<file path="config.mk">
export PLATFORM = sky130hd
export DESIGN_NAME = double_ended_queue_flat
export DESIGN_NICKNAME = d
export VERILOG_FILES = /design/src/sv/dq_pkg.sv /design/src/sv/dq_in_if.sv /design/src/sv/dq_out_if.sv /design/src/sv/dq_ram.sv /design/src/sv/dq_ctrl.sv /design/src/sv/dq_datapath.sv /design/src/sv/double_ended_queue.sv /design/src/flat_wrapper.sv
export SDC_FILE = /design/constraint.sdc
export NUM_CORES = 1
export LEC_CHECK = 0
export BUFFER_PORTS_ARGS = -buffer_cell sky130_fd_sc_hd__buf_2
export CORE_UTILIZATION = 28
export CTS_CLUSTER_SIZE = 20
export DETAILED_ROUTE_END_ITERATION = 16
export PLACE_DENSITY = 0.4
export SYNTH_ARGS = -nofsm -noshare
export SYNTH_HDL_FRONTEND = slang
export SYNTH_HIERARCHICAL = 1
export SYNTH_SLANG_ARGS = --single-unit
export TNS_END_PERCENT = 100
</file>
<file path="constraint.sdc">
create_clock -name i_clk -period 12.5 [get_ports i_clk]
set_clock_uncertainty 0.1 [all_clocks]
set_input_delay 1.875 -clock i_clk [delete_from_list [all_inputs] [get_ports i_clk]]
set_output_delay 1.875 -clock i_clk [all_outputs]
set_load 0.02 [all_outputs]
</file>
<file path="src/sv/dq_pkg.sv">
// ----------------------------------------------------------------------------
// dq_pkg - shared types and codes for the double-ended queue
// Command codes, error codes and the controller-to-datapath command bundle.
// ----------------------------------------------------------------------------
`default_nettype none

package dq_pkg;

    localparam int CMD_W  = 3;
    localparam int WORD_W = 32;
    localparam int ERR_W  = 2;
    localparam int OCC_W  = 5;

    localparam logic [CMD_W-1:0] CMD_PUSH_FRONT = 3'd0;
    localparam logic [CMD_W-1:0] CMD_PUSH_REAR  = 3'd1;
    localparam logic [CMD_W-1:0] CMD_POP_FRONT  = 3'd2;
    localparam logic [CMD_W-1:0] CMD_POP_REAR   = 3'd3;
    localparam logic [CMD_W-1:0] CMD_CLEAR      = 3'd4;

    localparam logic [ERR_W-1:0] ERR_OK    = 2'd0;
    localparam logic [ERR_W-1:0] ERR_EMPTY = 2'd1;
    localparam logic [ERR_W-1:0] ERR_FULL  = 2'd2;

    // controller -> datapath
    typedef struct packed {
        logic load;    // take the command beat and update the queue state
        logic finish;  // RAM data is valid: fold it in and load the result
    } t_dp_cmd;

endpackage

`default_nettype wire

</file>
<file path="src/sv/dq_in_if.sv">
// ----------------------------------------------------------------------------
// dq_in_if - command channel
// valid/ready handshake carrying one queue command and its push word.
// ----------------------------------------------------------------------------
`default_nettype none

interface dq_in_if;
    logic                              valid;
    logic                              ready;
    logic        [dq_pkg::CMD_W-1:0]   cmd;
    logic signed [dq_pkg::WORD_W-1:0]  push_value;

    modport source (output valid, output cmd, output push_value, input ready);
    modport sink   (input valid, input cmd, input push_value, output ready);
endinterface

`default_nettype wire

</file>
<file path="src/sv/dq_out_if.sv">
// ----------------------------------------------------------------------------
// dq_out_if - result channel
// valid/ready handshake carrying the popped word, error code and queue status.
// ----------------------------------------------------------------------------
`default_nettype none

interface dq_out_if;
    logic                              valid;
    logic                              ready;
    logic signed [dq_pkg::WORD_W-1:0]  popped_value;
    logic        [dq_pkg::ERR_W-1:0]   error_code;
    logic signed [dq_pkg::WORD_W-1:0]  front_value;
    logic signed [dq_pkg::WORD_W-1:0]  rear_value;
    logic                              is_empty;
    logic                              is_full;
    logic        [dq_pkg::OCC_W-1:0]   occupancy;

    modport source (output valid, output popped_value, output error_code,
                    output front_value, output rear_value, output is_empty,
                    output is_full, output occupancy, input ready);
    modport sink   (input valid, input popped_value, input error_code,
                    input front_value, input rear_value, input is_empty,
                    input is_full, input occupancy, output ready);
endinterface

`default_nettype wire

</file>
<file path="src/sv/dq_ram.sv">
// ----------------------------------------------------------------------------
// dq_ram - generic simple dual-port RAM
// One write port, one read port with registered read data.
// ----------------------------------------------------------------------------
`default_nettype none

module dq_ram #(
    parameter int WIDTH = 32,
    parameter int DEPTH = 16
) (
    input  wire logic                     i_clk,
    input  wire logic                     i_we,
    input  wire logic [$clog2(DEPTH)-1:0] i_waddr,
    input  wire logic [WIDTH-1:0]         i_wdata,
    input  wire logic                     i_re,
    input  wire logic [$clog2(DEPTH)-1:0] i_raddr,
    output logic      [WIDTH-1:0]         o_rdata
);

    logic [WIDTH-1:0] r_mem [DEPTH];

    always_ff @(posedge i_clk) begin
        if (i_we) begin
            r_mem[i_waddr] <= i_wdata;
        end
        if (i_re) begin
            o_rdata <= r_mem[i_raddr];
        end
    end

endmodule

`default_nettype wire

</file>
<file path="src/sv/dq_ctrl.sv">
// ----------------------------------------------------------------------------
// dq_ctrl - sequencer for the double-ended queue
// Accepts one command beat, waits out the RAM read, then posts the result.
// ----------------------------------------------------------------------------
`default_nettype none

module dq_ctrl (
    input  wire logic            i_clk,
    input  wire logic            i_rst_n,
    input  wire logic            i_in_valid,
    output logic                 o_in_ready,
    output logic                 o_out_valid,
    input  wire logic            i_out_ready,
    output dq_pkg::t_dp_cmd      o_dp_cmd
);

    typedef enum logic {
        S_IDLE,
        S_FETCH
    } t_state;

    t_state r_state;
    logic   r_out_valid;
    logic   accept;

    // take a new beat only while the result slot is free or draining
    assign o_in_ready      = (r_state == S_IDLE) && (!r_out_valid || i_out_ready);
    assign accept          = i_in_valid && o_in_ready;
    assign o_out_valid     = r_out_valid;
    assign o_dp_cmd.load   = accept;
    assign o_dp_cmd.finish = (r_state == S_FETCH);

    always_ff @(posedge i_clk) begin
        if (!i_rst_n) begin
            r_state     <= S_IDLE;
            r_out_valid <= 1'b0;
        end else begin
            unique case (r_state)
                S_IDLE: begin
                    if (r_out_valid && i_out_ready) begin
                        r_out_valid <= 1'b0;
                    end
                    if (accept) begin
                        r_state <= S_FETCH;
                    end
                end
                S_FETCH: begin
                    r_out_valid <= 1'b1;
                    r_state     <= S_IDLE;
                end
                default: begin
                    r_state <= S_IDLE;
                end
            endcase
        end
    end

endmodule

`default_nettype wire

</file>
<file path="src/sv/dq_datapath.sv">
// ----------------------------------------------------------------------------
// dq_datapath - pointers, word store and result register
// Front and rear words are cached in registers; a pop refetches the new
// end word from the store, which returns it in the following cycle.
// ----------------------------------------------------------------------------
`default_nettype none

module dq_datapath #(
    parameter int DEPTH = 16
) (
    input  wire logic                              i_clk,
    input  wire logic                              i_rst_n,
    input  wire dq_pkg::t_dp_cmd                   i_dp_cmd,
    input  wire logic        [dq_pkg::CMD_W-1:0]   i_cmd,
    input  wire logic signed [dq_pkg::WORD_W-1:0]  i_push_value,
    output logic signed      [dq_pkg::WORD_W-1:0]  o_popped_value,
    output logic             [dq_pkg::ERR_W-1:0]   o_error_code,
    output logic signed      [dq_pkg::WORD_W-1:0]  o_front_value,
    output logic signed      [dq_pkg::WORD_W-1:0]  o_rear_value,
    output logic                                   o_is_empty,
    output logic                                   o_is_full,
    output logic             [dq_pkg::OCC_W-1:0]   o_occupancy
);

    localparam int IDX_W = $clog2(DEPTH);
    localparam int CNT_W = $clog2(DEPTH + 1);
    localparam logic [IDX_W-1:0] IDX_LAST = IDX_W'(DEPTH - 1);
    localparam logic [CNT_W-1:0] CNT_FULL = CNT_W'(DEPTH);

    function automatic logic [IDX_W-1:0] idx_next(input logic [IDX_W-1:0] i);
        return (i == IDX_LAST) ? '0 : i + 1'b1;
    endfunction

    function automatic logic [IDX_W-1:0] idx_prev(input logic [IDX_W-1:0] i);
        return (i == '0) ? IDX_LAST : i - 1'b1;
    endfunction

    // queue state
    logic        [IDX_W-1:0]          r_head, n_head;
    logic        [IDX_W-1:0]          r_tail, n_tail;
    logic        [CNT_W-1:0]          r_count, n_count;
    logic signed [dq_pkg::WORD_W-1:0] r_front, n_front;
    logic signed [dq_pkg::WORD_W-1:0] r_rear, n_rear;
    logic signed [dq_pkg::WORD_W-1:0] r_popped, n_popped;
    logic        [dq_pkg::ERR_W-1:0]  r_err, n_err;
    logic                             r_pend_front, n_pend_front;
    logic                             r_pend_rear, n_pend_rear;

    // result register
    logic signed [dq_pkg::WORD_W-1:0] r_res_popped;
    logic        [dq_pkg::ERR_W-1:0]  r_res_err;
    logic signed [dq_pkg::WORD_W-1:0] r_res_front;
    logic signed [dq_pkg::WORD_W-1:0] r_res_rear;
    logic                             r_res_empty;
    logic                             r_res_full;
    logic        [dq_pkg::OCC_W-1:0]  r_res_occ;

    logic                             ram_we, ram_re;
    logic        [IDX_W-1:0]          ram_waddr, ram_raddr;
    logic        [dq_pkg::WORD_W-1:0] ram_rdata;
    logic        [IDX_W-1:0]          tail_prev;
    logic                             is_full_now, is_empty_now;
    logic        [CNT_W+dq_pkg::OCC_W-1:0] count_ext;

    assign tail_prev    = idx_prev(r_tail);
    assign is_full_now  = (r_count == CNT_FULL);
    assign is_empty_now = (r_count == '0);
    assign count_ext    = {{dq_pkg::OCC_W{1'b0}}, r_count};

    always_comb begin
        n_head       = r_head;
        n_tail       = r_tail;
        n_count      = r_count;
        n_front      = r_front;
        n_rear       = r_rear;
        n_popped     = r_popped;
        n_err        = r_err;
        n_pend_front = r_pend_front;
        n_pend_rear  = r_pend_rear;
        ram_we       = 1'b0;
        ram_re       = 1'b0;
        ram_waddr    = r_tail;
        ram_raddr    = r_head;

        if (i_dp_cmd.load) begin
            n_popped     = '0;
            n_err        = dq_pkg::ERR_OK;
            n_pend_front = 1'b0;
            n_pend_rear  = 1'b0;
            unique case (i_cmd)
                dq_pkg::CMD_PUSH_FRONT: begin
                    if (is_full_now) begin
                        n_err = dq_pkg::ERR_FULL;
                    end else begin
                        n_head    = idx_prev(r_head);
                        ram_we    = 1'b1;
                        ram_waddr = idx_prev(r_head);
                        n_front   = i_push_value;
                        if (is_empty_now) begin
                            n_rear = i_push_value;
                        end
                        n_count = r_count + 1'b1;
                    end
                end
                dq_pkg::CMD_PUSH_REAR: begin
                    if (is_full_now) begin
                        n_err = dq_pkg::ERR_FULL;
                    end else begin
                        ram_we    = 1'b1;
                        ram_waddr = r_tail;
                        n_tail    = idx_next(r_tail);
                        n_rear    = i_push_value;
                        if (is_empty_now) begin
                            n_front = i_push_value;
                        end
                        n_count = r_count + 1'b1;
                    end
                end
                dq_pkg::CMD_POP_FRONT: begin
                    if (is_empty_now) begin
                        n_err = dq_pkg::ERR_EMPTY;
                    end else begin
                        // fetch the word that becomes the new front
                        n_popped     = r_front;
                        n_head       = idx_next(r_head);
                        ram_re       = 1'b1;
                        ram_raddr    = idx_next(r_head);
                        n_pend_front = 1'b1;
                        n_count      = r_count - 1'b1;
                    end
                end
                dq_pkg::CMD_POP_REAR: begin
                    if (is_empty_now) begin
                        n_err = dq_pkg::ERR_EMPTY;
                    end else begin
                        // fetch the word that becomes the new rear
                        n_popped    = r_rear;
                        n_tail      = tail_prev;
                        ram_re      = 1'b1;
                        ram_raddr   = idx_prev(tail_prev);
                        n_pend_rear = 1'b1;
                        n_count     = r_count - 1'b1;
                    end
                end
                dq_pkg::CMD_CLEAR: begin
                    n_head  = '0;
                    n_tail  = '0;
                    n_count = '0;
                end
                default: begin
                end
            endcase
        end else if (i_dp_cmd.finish) begin
            if (r_pend_front) begin
                n_front = $signed(ram_rdata);
            end
            if (r_pend_rear) begin
                n_rear = $signed(ram_rdata);
            end
            n_pend_front = 1'b0;
            n_pend_rear  = 1'b0;
        end
    end

    always_ff @(posedge i_clk) begin
        if (!i_rst_n) begin
            r_head       <= '0;
            r_tail       <= '0;
            r_count      <= '0;
            r_pend_front <= 1'b0;
            r_pend_rear  <= 1'b0;
        end else begin
            r_head       <= n_head;
            r_tail       <= n_tail;
            r_count      <= n_count;
            r_pend_front <= n_pend_front;
            r_pend_rear  <= n_pend_rear;
        end
    end

    always_ff @(posedge i_clk) begin
        r_front  <= n_front;
        r_rear   <= n_rear;
        r_popped <= n_popped;
        r_err    <= n_err;
        if (i_dp_cmd.finish) begin
            r_res_popped <= r_popped;
            r_res_err    <= r_err;
            r_res_front  <= is_empty_now ? '0 : n_front;
            r_res_rear   <= is_empty_now ? '0 : n_rear;
            r_res_empty  <= is_empty_now;
            r_res_full   <= is_full_now;
            r_res_occ    <= count_ext[dq_pkg::OCC_W-1:0];
        end
    end

    dq_ram #(
        .WIDTH (dq_pkg::WORD_W),
        .DEPTH (DEPTH)
    ) u_store (
        .i_clk   (i_clk),
        .i_we    (ram_we),
        .i_waddr (ram_waddr),
        .i_wdata (i_push_value),
        .i_re    (ram_re),
        .i_raddr (ram_raddr),
        .o_rdata (ram_rdata)
    );

    assign o_popped_value = r_res_popped;
    assign o_error_code   = r_res_err;
    assign o_front_value  = r_res_front;
    assign o_rear_value   = r_res_rear;
    assign o_is_empty     = r_res_empty;
    assign o_is_full      = r_res_full;
    assign o_occupancy    = r_res_occ;

endmodule

`default_nettype wire

</file>
<file path="src/sv/double_ended_queue.sv">
// ----------------------------------------------------------------------------
// double_ended_queue - bounded deque of signed 32-bit words
// Push/pop at either end, or clear, one command beat per result beat.
//
//   channel   dir   beat contents
//   i_req     in    cmd, push_value
//   o_rsp     out   popped_value, error_code, front_value, rear_value,
//                   is_empty, is_full, occupancy
//
// A command goes from S_IDLE to S_FETCH to the result register; the store is a
// RAM with registered read, and a pop's new end word comes in the cycle after
// accept. A new beat waits for the last result, then is taken as o_rsp drains.
// Reset clears pointers and count; the store needs no clearing.
// A stalled result holds in the output register and blocks the next command.
// ----------------------------------------------------------------------------
`default_nettype none

module double_ended_queue #(
    parameter int DEPTH = 16
) (
    input  wire logic  i_clk,
    input  wire logic  i_rst_n,
    dq_in_if.sink      i_req,
    dq_out_if.source   o_rsp
);

    dq_pkg::t_dp_cmd dp_cmd;

    dq_ctrl u_ctrl (
        .i_clk       (i_clk),
        .i_rst_n     (i_rst_n),
        .i_in_valid  (i_req.valid),
        .o_in_ready  (i_req.ready),
        .o_out_valid (o_rsp.valid),
        .i_out_ready (o_rsp.ready),
        .o_dp_cmd    (dp_cmd)
    );

    dq_datapath #(
        .DEPTH (DEPTH)
    ) u_datapath (
        .i_clk          (i_clk),
        .i_rst_n        (i_rst_n),
        .i_dp_cmd       (dp_cmd),
        .i_cmd          (i_req.cmd),
        .i_push_value   (i_req.push_value),
        .o_popped_value (o_rsp.popped_value),
        .o_error_code   (o_rsp.error_code),
        .o_front_value  (o_rsp.front_value),
        .o_rear_value   (o_rsp.rear_value),
        .o_is_empty     (o_rsp.is_empty),
        .o_is_full      (o_rsp.is_full),
        .o_occupancy    (o_rsp.occupancy)
    );

endmodule

`default_nettype wire

</file>
<file path="src/flat_wrapper.sv">
// flat-port wrapper written by rule: the top's interface ports become plain ports
module double_ended_queue_flat 
#(
    parameter int DEPTH = 16
)
  (i_clk, i_rst_n, i_req_valid, i_req_cmd, i_req_push_value, i_req_ready, o_rsp_valid, o_rsp_popped_value, o_rsp_error_code, o_rsp_front_value, o_rsp_rear_value, o_rsp_is_empty, o_rsp_is_full, o_rsp_occupancy, o_rsp_ready);
  dq_in_if i_req_i ();
  dq_out_if o_rsp_i ();
  input  wire logic i_clk;
  input  wire logic i_rst_n;
  input wire logic [$bits(i_req_i.valid)-1:0] i_req_valid;
  input wire logic [$bits(i_req_i.cmd)-1:0] i_req_cmd;
  input wire logic [$bits(i_req_i.push_value)-1:0] i_req_push_value;
  output wire logic [$bits(i_req_i.ready)-1:0] i_req_ready;
  output wire logic [$bits(o_rsp_i.valid)-1:0] o_rsp_valid;
  output wire logic [$bits(o_rsp_i.popped_value)-1:0] o_rsp_popped_value;
  output wire logic [$bits(o_rsp_i.error_code)-1:0] o_rsp_error_code;
  output wire logic [$bits(o_rsp_i.front_value)-1:0] o_rsp_front_value;
  output wire logic [$bits(o_rsp_i.rear_value)-1:0] o_rsp_rear_value;
  output wire logic [$bits(o_rsp_i.is_empty)-1:0] o_rsp_is_empty;
  output wire logic [$bits(o_rsp_i.is_full)-1:0] o_rsp_is_full;
  output wire logic [$bits(o_rsp_i.occupancy)-1:0] o_rsp_occupancy;
  input wire logic [$bits(o_rsp_i.ready)-1:0] o_rsp_ready;
  assign i_req_i.valid = i_req_valid;
  assign i_req_i.cmd = i_req_cmd;
  assign i_req_i.push_value = i_req_push_value;
  assign i_req_ready = i_req_i.ready;
  assign o_rsp_valid = o_rsp_i.valid;
  assign o_rsp_popped_value = o_rsp_i.popped_value;
  assign o_rsp_error_code = o_rsp_i.error_code;
  assign o_rsp_front_value = o_rsp_i.front_value;
  assign o_rsp_rear_value = o_rsp_i.rear_value;
  assign o_rsp_is_empty = o_rsp_i.is_empty;
  assign o_rsp_is_full = o_rsp_i.is_full;
  assign o_rsp_occupancy = o_rsp_i.occupancy;
  assign o_rsp_i.ready = o_rsp_ready;
  double_ended_queue #(.DEPTH(DEPTH)) u_core (.i_clk(i_clk), .i_rst_n(i_rst_n), .i_req(i_req_i), .o_rsp(o_rsp_i));
endmodule
</file>
==> results of run 1 <==
## cell type report
class,instances,area [um2],area share [%]
Multi-Input combinational cell,793,7680,21.7
Timing Repair Buffer,185,1060,3.00
Tap cell,1403,1760,4.95
Inverter,13,48.8,0.138
Clock inverter,46,567,1.60
Clock buffer,102,2190,6.18
Antenna cell,5,12.5,0.0353
Sequential cell,764,22100,62.4
## how the worst max path moves through the flow
stage,startpoint,end,depth (start not counted)
after floorplan,o_rsp_ready,u_core/u_datapath/u_store/r_mem[0][0],9
after global placement,o_rsp_ready,u_core/u_datapath/u_store/o_rdata[2],12
after detailed placement,o_rsp_ready,u_core/u_datapath/u_store/o_rdata[29],12
after CTS,o_rsp_ready,u_core/u_datapath/u_store/o_rdata[1],12
after global routing,i_req_cmd[1],u_core/u_datapath/u_store/o_rdata[5],12
final,i_req_cmd[1],u_core/u_datapath/u_store/o_rdata[5],12
## stage by stage
stage | cells | total power (uW) | cell area [um2]
CTS | 3306 | 6160 | 35400
floorplan | 1689 | 3410 | 30200
global route | 3307 | 6300 | 35400
global placement | 3158 | 3620 | 32700
detailed placement | 3158 | 3640 | 32700
finish | 3311 | 6080 | 35500
## registers in the layout, indices dropped and copies added (netlist names), 5 cells and up
register,flops
u_core/u_datapath/o_front_value,32
u_core/u_datapath/o_popped_value,32
u_core/u_datapath/r_popped,32
u_core/u_datapath/u_store/o_rdata,32
u_core/u_datapath/o_occupancy,5
u_core/u_datapath/r_front,32
u_core/u_datapath/r_count,5
u_core/u_datapath/r_rear,32
u_core/u_datapath/u_store/r_mem,512
u_core/u_datapath/o_rear_value,32
## layer usage
layer / up-vias / share of wire, % / track usage (%)
met5: - / 0.12 / 0
met1: 8868 / 44 / 21.2
met2: 490 / 49 / 26.3
met3: 132 / 5.2 / 2.41
li1: 7258 / - / -
met4: 16 / 2.0 / 4.68
## cells in the final DEF (no fill, tap or decap), types with 37 or more instances in the layout
master     synthesis  routed
a211oi_1          65      65
edfxtp_1         683     683
a22oi_1           97      97
and3_1            38      38
buf_4             11      37
mux2i_1           66      65
nand2_1           56      54
buf_2             16     145
o21ai_0           48      48
dfxtp_1           81      79
mux4_2           128     128
a21oi_1           64      63
nor2_1            58      43
clkbuf_16          0      84
## logic make-up after synthesis
group | Yosys count
mux | 195
fa+ha+maj | 11
flops | 764
xor+xnor | 7
buf+inv | 132
simple gates | 202
compound gates | 378
## critical path: stages
cell      delay (ps)
buf_2            270
nand2b_1         190
inv_1            200
nand2_1          260
nor2_4           150
buf_4            630
mux2i_4          370
buf_12           560
buf_4            850
mux4_2           600
a22oi_1          210
nand2_1          100
## power by group through the flow
stage | Sequential [uW] | Clock (uW) | Combinational, uW
finish | 2990 | 2500 | 582
CTS | 2990 | 2570 | 592
global route | 3000 | 2660 | 634
detailed placement | 3040 | 0 | 591
global placement | 3040 | 0 | 581
floorplan | 3050 | 0 | 361
==> results.txt, run 1 <==
CTS buffer count -> 81
Hold Path End -> u_core/u_datapath/o_popped_value[27]
Clock Latency Late Sink -> 630 ps
drt total wl -> 86.7 mm
Clk pwr share -> 41.2%
result of the run -> completed
Post CTS Setup Buffer Count -> 0
Sw Ratio -> 23.8%
max-cap viol count -> 0
GRT overflow -> 0
reg-to-reg endpoint -> u_core/u_datapath/u_store/o_rdata[5]
antenna-violating nets left -> 0
top_reg_cell synth -> edfxtp_1
Final Hold Vio Count -> 0
Hold Buf Count CTS -> 0
Synth area leader -> edfxtp_1
Final Slew Violations -> 0
Slew HR -> 27.9%
Clock Sink Count -> 764
clock-pin slew on the worst setup and hold paths -> 60 ps
Leakage Power -> 0.0118 uW
I/O Pins -> 146
top post-synthesis cells by area -> edfxtp_1 68%, mux4_2 9.5%, dfxtp_1 5.4%, a22oi_1 2.4%, mux2i_1 2.2%
setup tns final -> 0 ps
Synth top area share -> 67.9%
Final #Nets -> 1888
count of different cell masters after synthesis -> 63
initial antenna violation count -> 13
dpl ws -> 5500 ps
Core Region -> 107000 um2
Detailed Routing Iterations Pass 1 -> 5
Yosys reg bits -> 764
Post-Synth XOR/XNOR Area -> 0.203%
Post-Synthesis Cell Area -> 30200 um2
fin crit share -> 49.2%
VDD IR-drop max -> 0.0884 mV
Pint -> 4630 uW
GRT Overall Usage -> 15.8%
Final WS setup -> 6350 ps
layout cells sized above 1 -> 25.2%
critical path data required time -> 12760 ps
TritonCTS clock tree -> yes
Async SR Flop Fraction -> 0%
main combinational cell family by area after synthesis -> multiplexers
Worst setup SP type -> input port
combinational share of power -> 9.6%
Root Buffer -> clkbuf_16
vias in the first global route -> 17250
hold path cells -> 0
Simple-Gate Fraction of Synth Area -> 3.35%
Die Width -> 330 um
Die H -> 330 um
most common cell in the synthesized netlist -> edfxtp_1
post_cts resized -> 0
Fill cells -> 10228
DR vias -> 16764
# setup viols final -> 0
Reg2Reg Depth -> 12
Final min period -> 6150 ps
WHS -> 318 ps
Critical Path AT -> 6410 ps
drt drc -> 0
Worst R2R Setup Slack -> 6850 ps
initial core utilization -> 28.2%
DIE AREA -> 109000 um2
Reg-to-Reg Start -> u_core/u_datapath/r_count[4]
detailed placement HPWL -> 46.9 mm
Wirelength per Cell -> 26.2 um
synth cell count leaders -> 683 x edfxtp_1, 128 x mux4_2, 97 x a22oi_1
Area growth syn-to-layout -> 17.4%
Synth Instances -> 1689
H-tree Lvls -> 3
IO buf count -> 145
number of synthesized flops with an enable pin -> 683
yosys warns -> 6
Setup CP Type -> in -> reg
GPL Wtd Cong -> 0.780
DRT iter0 DRCs -> 1515
Via density -> 5.06
post-synthesis mux area share -> 11.8%
critical path peak fanout -> 83
RSZ-0062 raised after global routing -> no
syn_nets -> 1739
Reg power frac -> 49.3%
average size of a mapped cell -> 17.9 um2
Worst Setup End Kind -> flop
first-pass GRT wire length -> 123 mm
Site Rows -> 120
Post-Synth Adder-Cell Area -> 0.481%
PwrDens -> 171 nW/um2
CTS max path bufs -> 3
fmax -> 163 MHz
post-synthesis sequential area ratio -> 73.3%
Synth Area in Compound Gates -> 8.97%
worst slew pin tran -> 1070 ps
Sw Pwr -> 1440 uW
final core utilization -> 33.1%
HP Start -> u_core/u_datapath/r_popped[27]
Hold Crit Class -> reg -> reg
pin count of the biggest net entering global routing -> 180
Note: power is estimated with default switching activity, not from simulation.
==> run 2, diff against run 1 <==
Settings changed: PLACE_DENSITY 0.4 to 0.41.
Clock period 12.5 ns to 5.3 ns, I/O delays scaled along.
==> run 2 against run 1 <==
Net effect:
- final area down 0.41%
- routed wire length shrank 6.5%
- power grew 130%
- first-iteration DRC count is 2.6% lower
- flip-flop and latch count did not move
- register-to-register slack worse by 5700 ps
- critical path type is now reg -> reg
- largest power group unchanged
==> results.txt, run 2 (synthesis results as in run 1) <==
Via density -> 5.04 (-0.45%)
Reg power frac -> 50.7% (+1.4 points)
pin count of the biggest net entering global routing -> 111 (-38%)
PwrDens -> 394 nW/um2 (+130%)
Largest register FFs -> 512 (unchanged)
critical path data required time -> 5560 ps (-7200 ps)
Reg area -> 22100 um2 (about the same)
top cell family by delay on the critical path -> compound AO/OA/AOI/OAI gates
GPL Wtd Cong -> 0.792 (+1.7%)
Final Power -> 13900 uW (+130%)
Critical Path AT -> 4380 ps (-2030 ps)
Reg2Reg Depth -> 11 (-1)
Post CTS Setup Buffer Count -> 0 (unchanged)
TritonCTS clock tree -> yes
CTS max path bufs -> 3 (unchanged)
DRT iter0 DRCs -> 1476 (-2.6%)
Clock Latency Late Sink -> 630 ps (about the same)
drt total wl -> 81.1 mm (-6.5%)
Core Region -> 107000 um2 (unchanged)
Slew HR -> 30.2% (+2.3 points)
Worst setup SP type -> flop
Detailed Routing Iterations Pass 1 -> 7 (+2)
Worst Setup End Kind -> flop
clock-pin slew on the worst setup and hold paths -> 60 ps (about the same)
crit path from -> u_core/u_datapath/r_tail[0]
antenna-violating nets left -> 0 (unchanged)
placed instance area -> 32800 um2 (+0.24%)
area of the multi-input gates -> 7710 um2 (+0.31%)
result of the run -> completed
max-cap viol count -> 0 (unchanged)
DIE AREA -> 109000 um2 (unchanged)
# setup viols final -> 0 (unchanged)
Die H -> 330 um (unchanged)
Fill cells -> 10258 (+0.29%)
IO buf count -> 145 (unchanged)
Die Width -> 330 um (unchanged)
HP Start -> u_core/u_datapath/r_popped[22]
final instance area -> 35300 um2 (-0.41%)
vias in the first global route -> 16743 (-2.9%)
Wirelength per Cell -> 24.4 um (-6.7%)
initial antenna violation count -> 9 (-4)
most frequent cells in the layout -> 683 x edfxtp_1, 145 x buf_2, 128 x mux4_2
Hold Crit Class -> reg -> reg
Area growth syn-to-layout -> 16.9%
detailed placement HPWL -> 50.4 mm (+7.3%)
H-tree Lvls -> 3 (unchanged)
CP bufs+invs -> 3 (-2)
slowest stage delay, CP -> 550 ps (-300 ps)
combinational share of power -> 10.1% (+0.5 points)
GRT Overall Usage -> 14.7% (-1.1 points)
Clk pwr share -> 39.2% (-2.0 points)
Final min period -> 4120 ps
Slowest cell on crit path -> buf_12
Sw Ratio -> 24.5% (+0.75 points)
RSZ-0062 raised after global routing -> no
WHS -> 316 ps (-2.14 ps)
Pint -> 10500 uW (+130%)
Site Rows -> 120 (unchanged)
reg-to-reg endpoint -> u_core/u_datapath/u_store/o_rdata[19]
fmax -> 243 MHz
hold path cells -> 0 (unchanged)
layout cells sized above 1 -> 25.0% (-0.24 points)
critical-path cell list -> inv_1, ha_1, inv_1, o31ai_1, xor2_1, a21oi_1, o22ai_4, buf_12, mux4_2, a22oi_1, nand2_1
VDD IR-drop max -> 0.206 mV (+130%)
Final Slew Violations -> 0 (unchanged)
Clock Sink Count -> 764 (unchanged)
initial core utilization -> 28.2% (unchanged)
I/O Pins -> 146 (unchanged)
largest reg by FF count -> u_core/u_datapath/u_store/r_mem
Hold Path End -> u_core/u_datapath/o_popped_value[22]
Leakage Power -> 0.0118 uW (-0.79%)
fin crit share -> 77.7%
DR vias -> 16713 (-0.30%)
Hold Buf Count CTS -> 0 (unchanged)
Final Hold Vio Count -> 0 (unchanged)
Reg-to-Reg Start -> u_core/u_datapath/r_tail[0]
worst slew pin tran -> 1040 ps (-26.7 ps)
critical path peak fanout -> 110 (+33%)
Worst R2R Setup Slack -> 1180 ps (-5670 ps)
drt drc -> 0 (unchanged)
CTS buffer count -> 81 (unchanged)
Sw Pwr -> 3410 uW (+140%)
first-pass GRT wire length -> 118 mm (-4.2%)
cell mode on critical path -> inv_1
post_cts resized -> 0 (unchanged)
Final #Nets -> 1894 (+0.32%)
GRT overflow -> 0 (unchanged)
most common cell after layout, fill and taps aside -> edfxtp_1
setup tns final -> 0 ps (unchanged)
Root Buffer -> clkbuf_16
Setup CP Type -> reg -> reg
-- run 2: cell types whose count changed in the layout (fill, tap and decap cells not counted), moves of 4 or more --
| cell | delta |
|---|---|
| buf_4 | +5 |
| nor3_4 | +4 |
| clkinv_1 | +8 |
| bufinv_16 | -9 |
| nor3_2 | -4 |
-- run 2: layout make-up --
class / instances / share of cell area [%]
Clock inverter: 46 / 0.946
Timing Repair Buffer: 191 / 3.17
Inverter: 13 / 0.138
Multi-Input combinational cell: 793 / 21.8
Tap cell: 1403 / 4.97
Sequential cell: 764 / 62.7
Antenna cell: 4 / 0.0283
Clock buffer: 102 / 6.23
-- run 2: routing by layer --
metal | up-vias | part of all wire, % | GRT usage (%)
met5 | - | 0.11 | 0
met4 | 16 | 2.0 | 4.16
met3 | 124 | 5.7 | 3.11
met2 | 489 | 44 | 21.3
met1 | 8810 | 49 | 22.0
li1 | 7274 | - | -
-- run 2: worst max path at each step --
stage                                             to  slack [ps]  cells past startpoint
6_report       u_core/u_datapath/u_store/o_rdata[19]        1180                     11
5_1_grt        u_core/u_datapath/u_store/o_rdata[17]         950                     11
4_1_cts        u_core/u_datapath/u_store/o_rdata[19]        1190                     11
3_5_place_dp   u_core/u_datapath/u_store/o_rdata[19]         750                     10
3_3_place_gp   u_core/u_datapath/u_store/o_rdata[22]         870                     10
2_1_floorplan  u_core/u_datapath/u_store/o_rdata[10]         440                     13
-- run 2: per-stage QoR --
stage	util, %	setup slack, ps	instances
after global placement	30.6	872	3164
after global routing	33.0	951	3312
after floorplan	-	439	1689
after CTS	33.0	1190	3312
after detailed placement	30.6	748	3164
final	33.0	1180	3316
-- run 2: power groups by stage --
stage | clock (uW) | sequential (uW) | combinational (uW)
2_1_floorplan | 0 | 7180 | 853
3_3_place_gp | 0 | 7160 | 1400
3_5_place_dp | 0 | 7170 | 1420
4_1_cts | 5650 | 7050 | 1430
5_1_grt | 5860 | 7080 | 1530
6_report | 5450 | 7050 | 1410
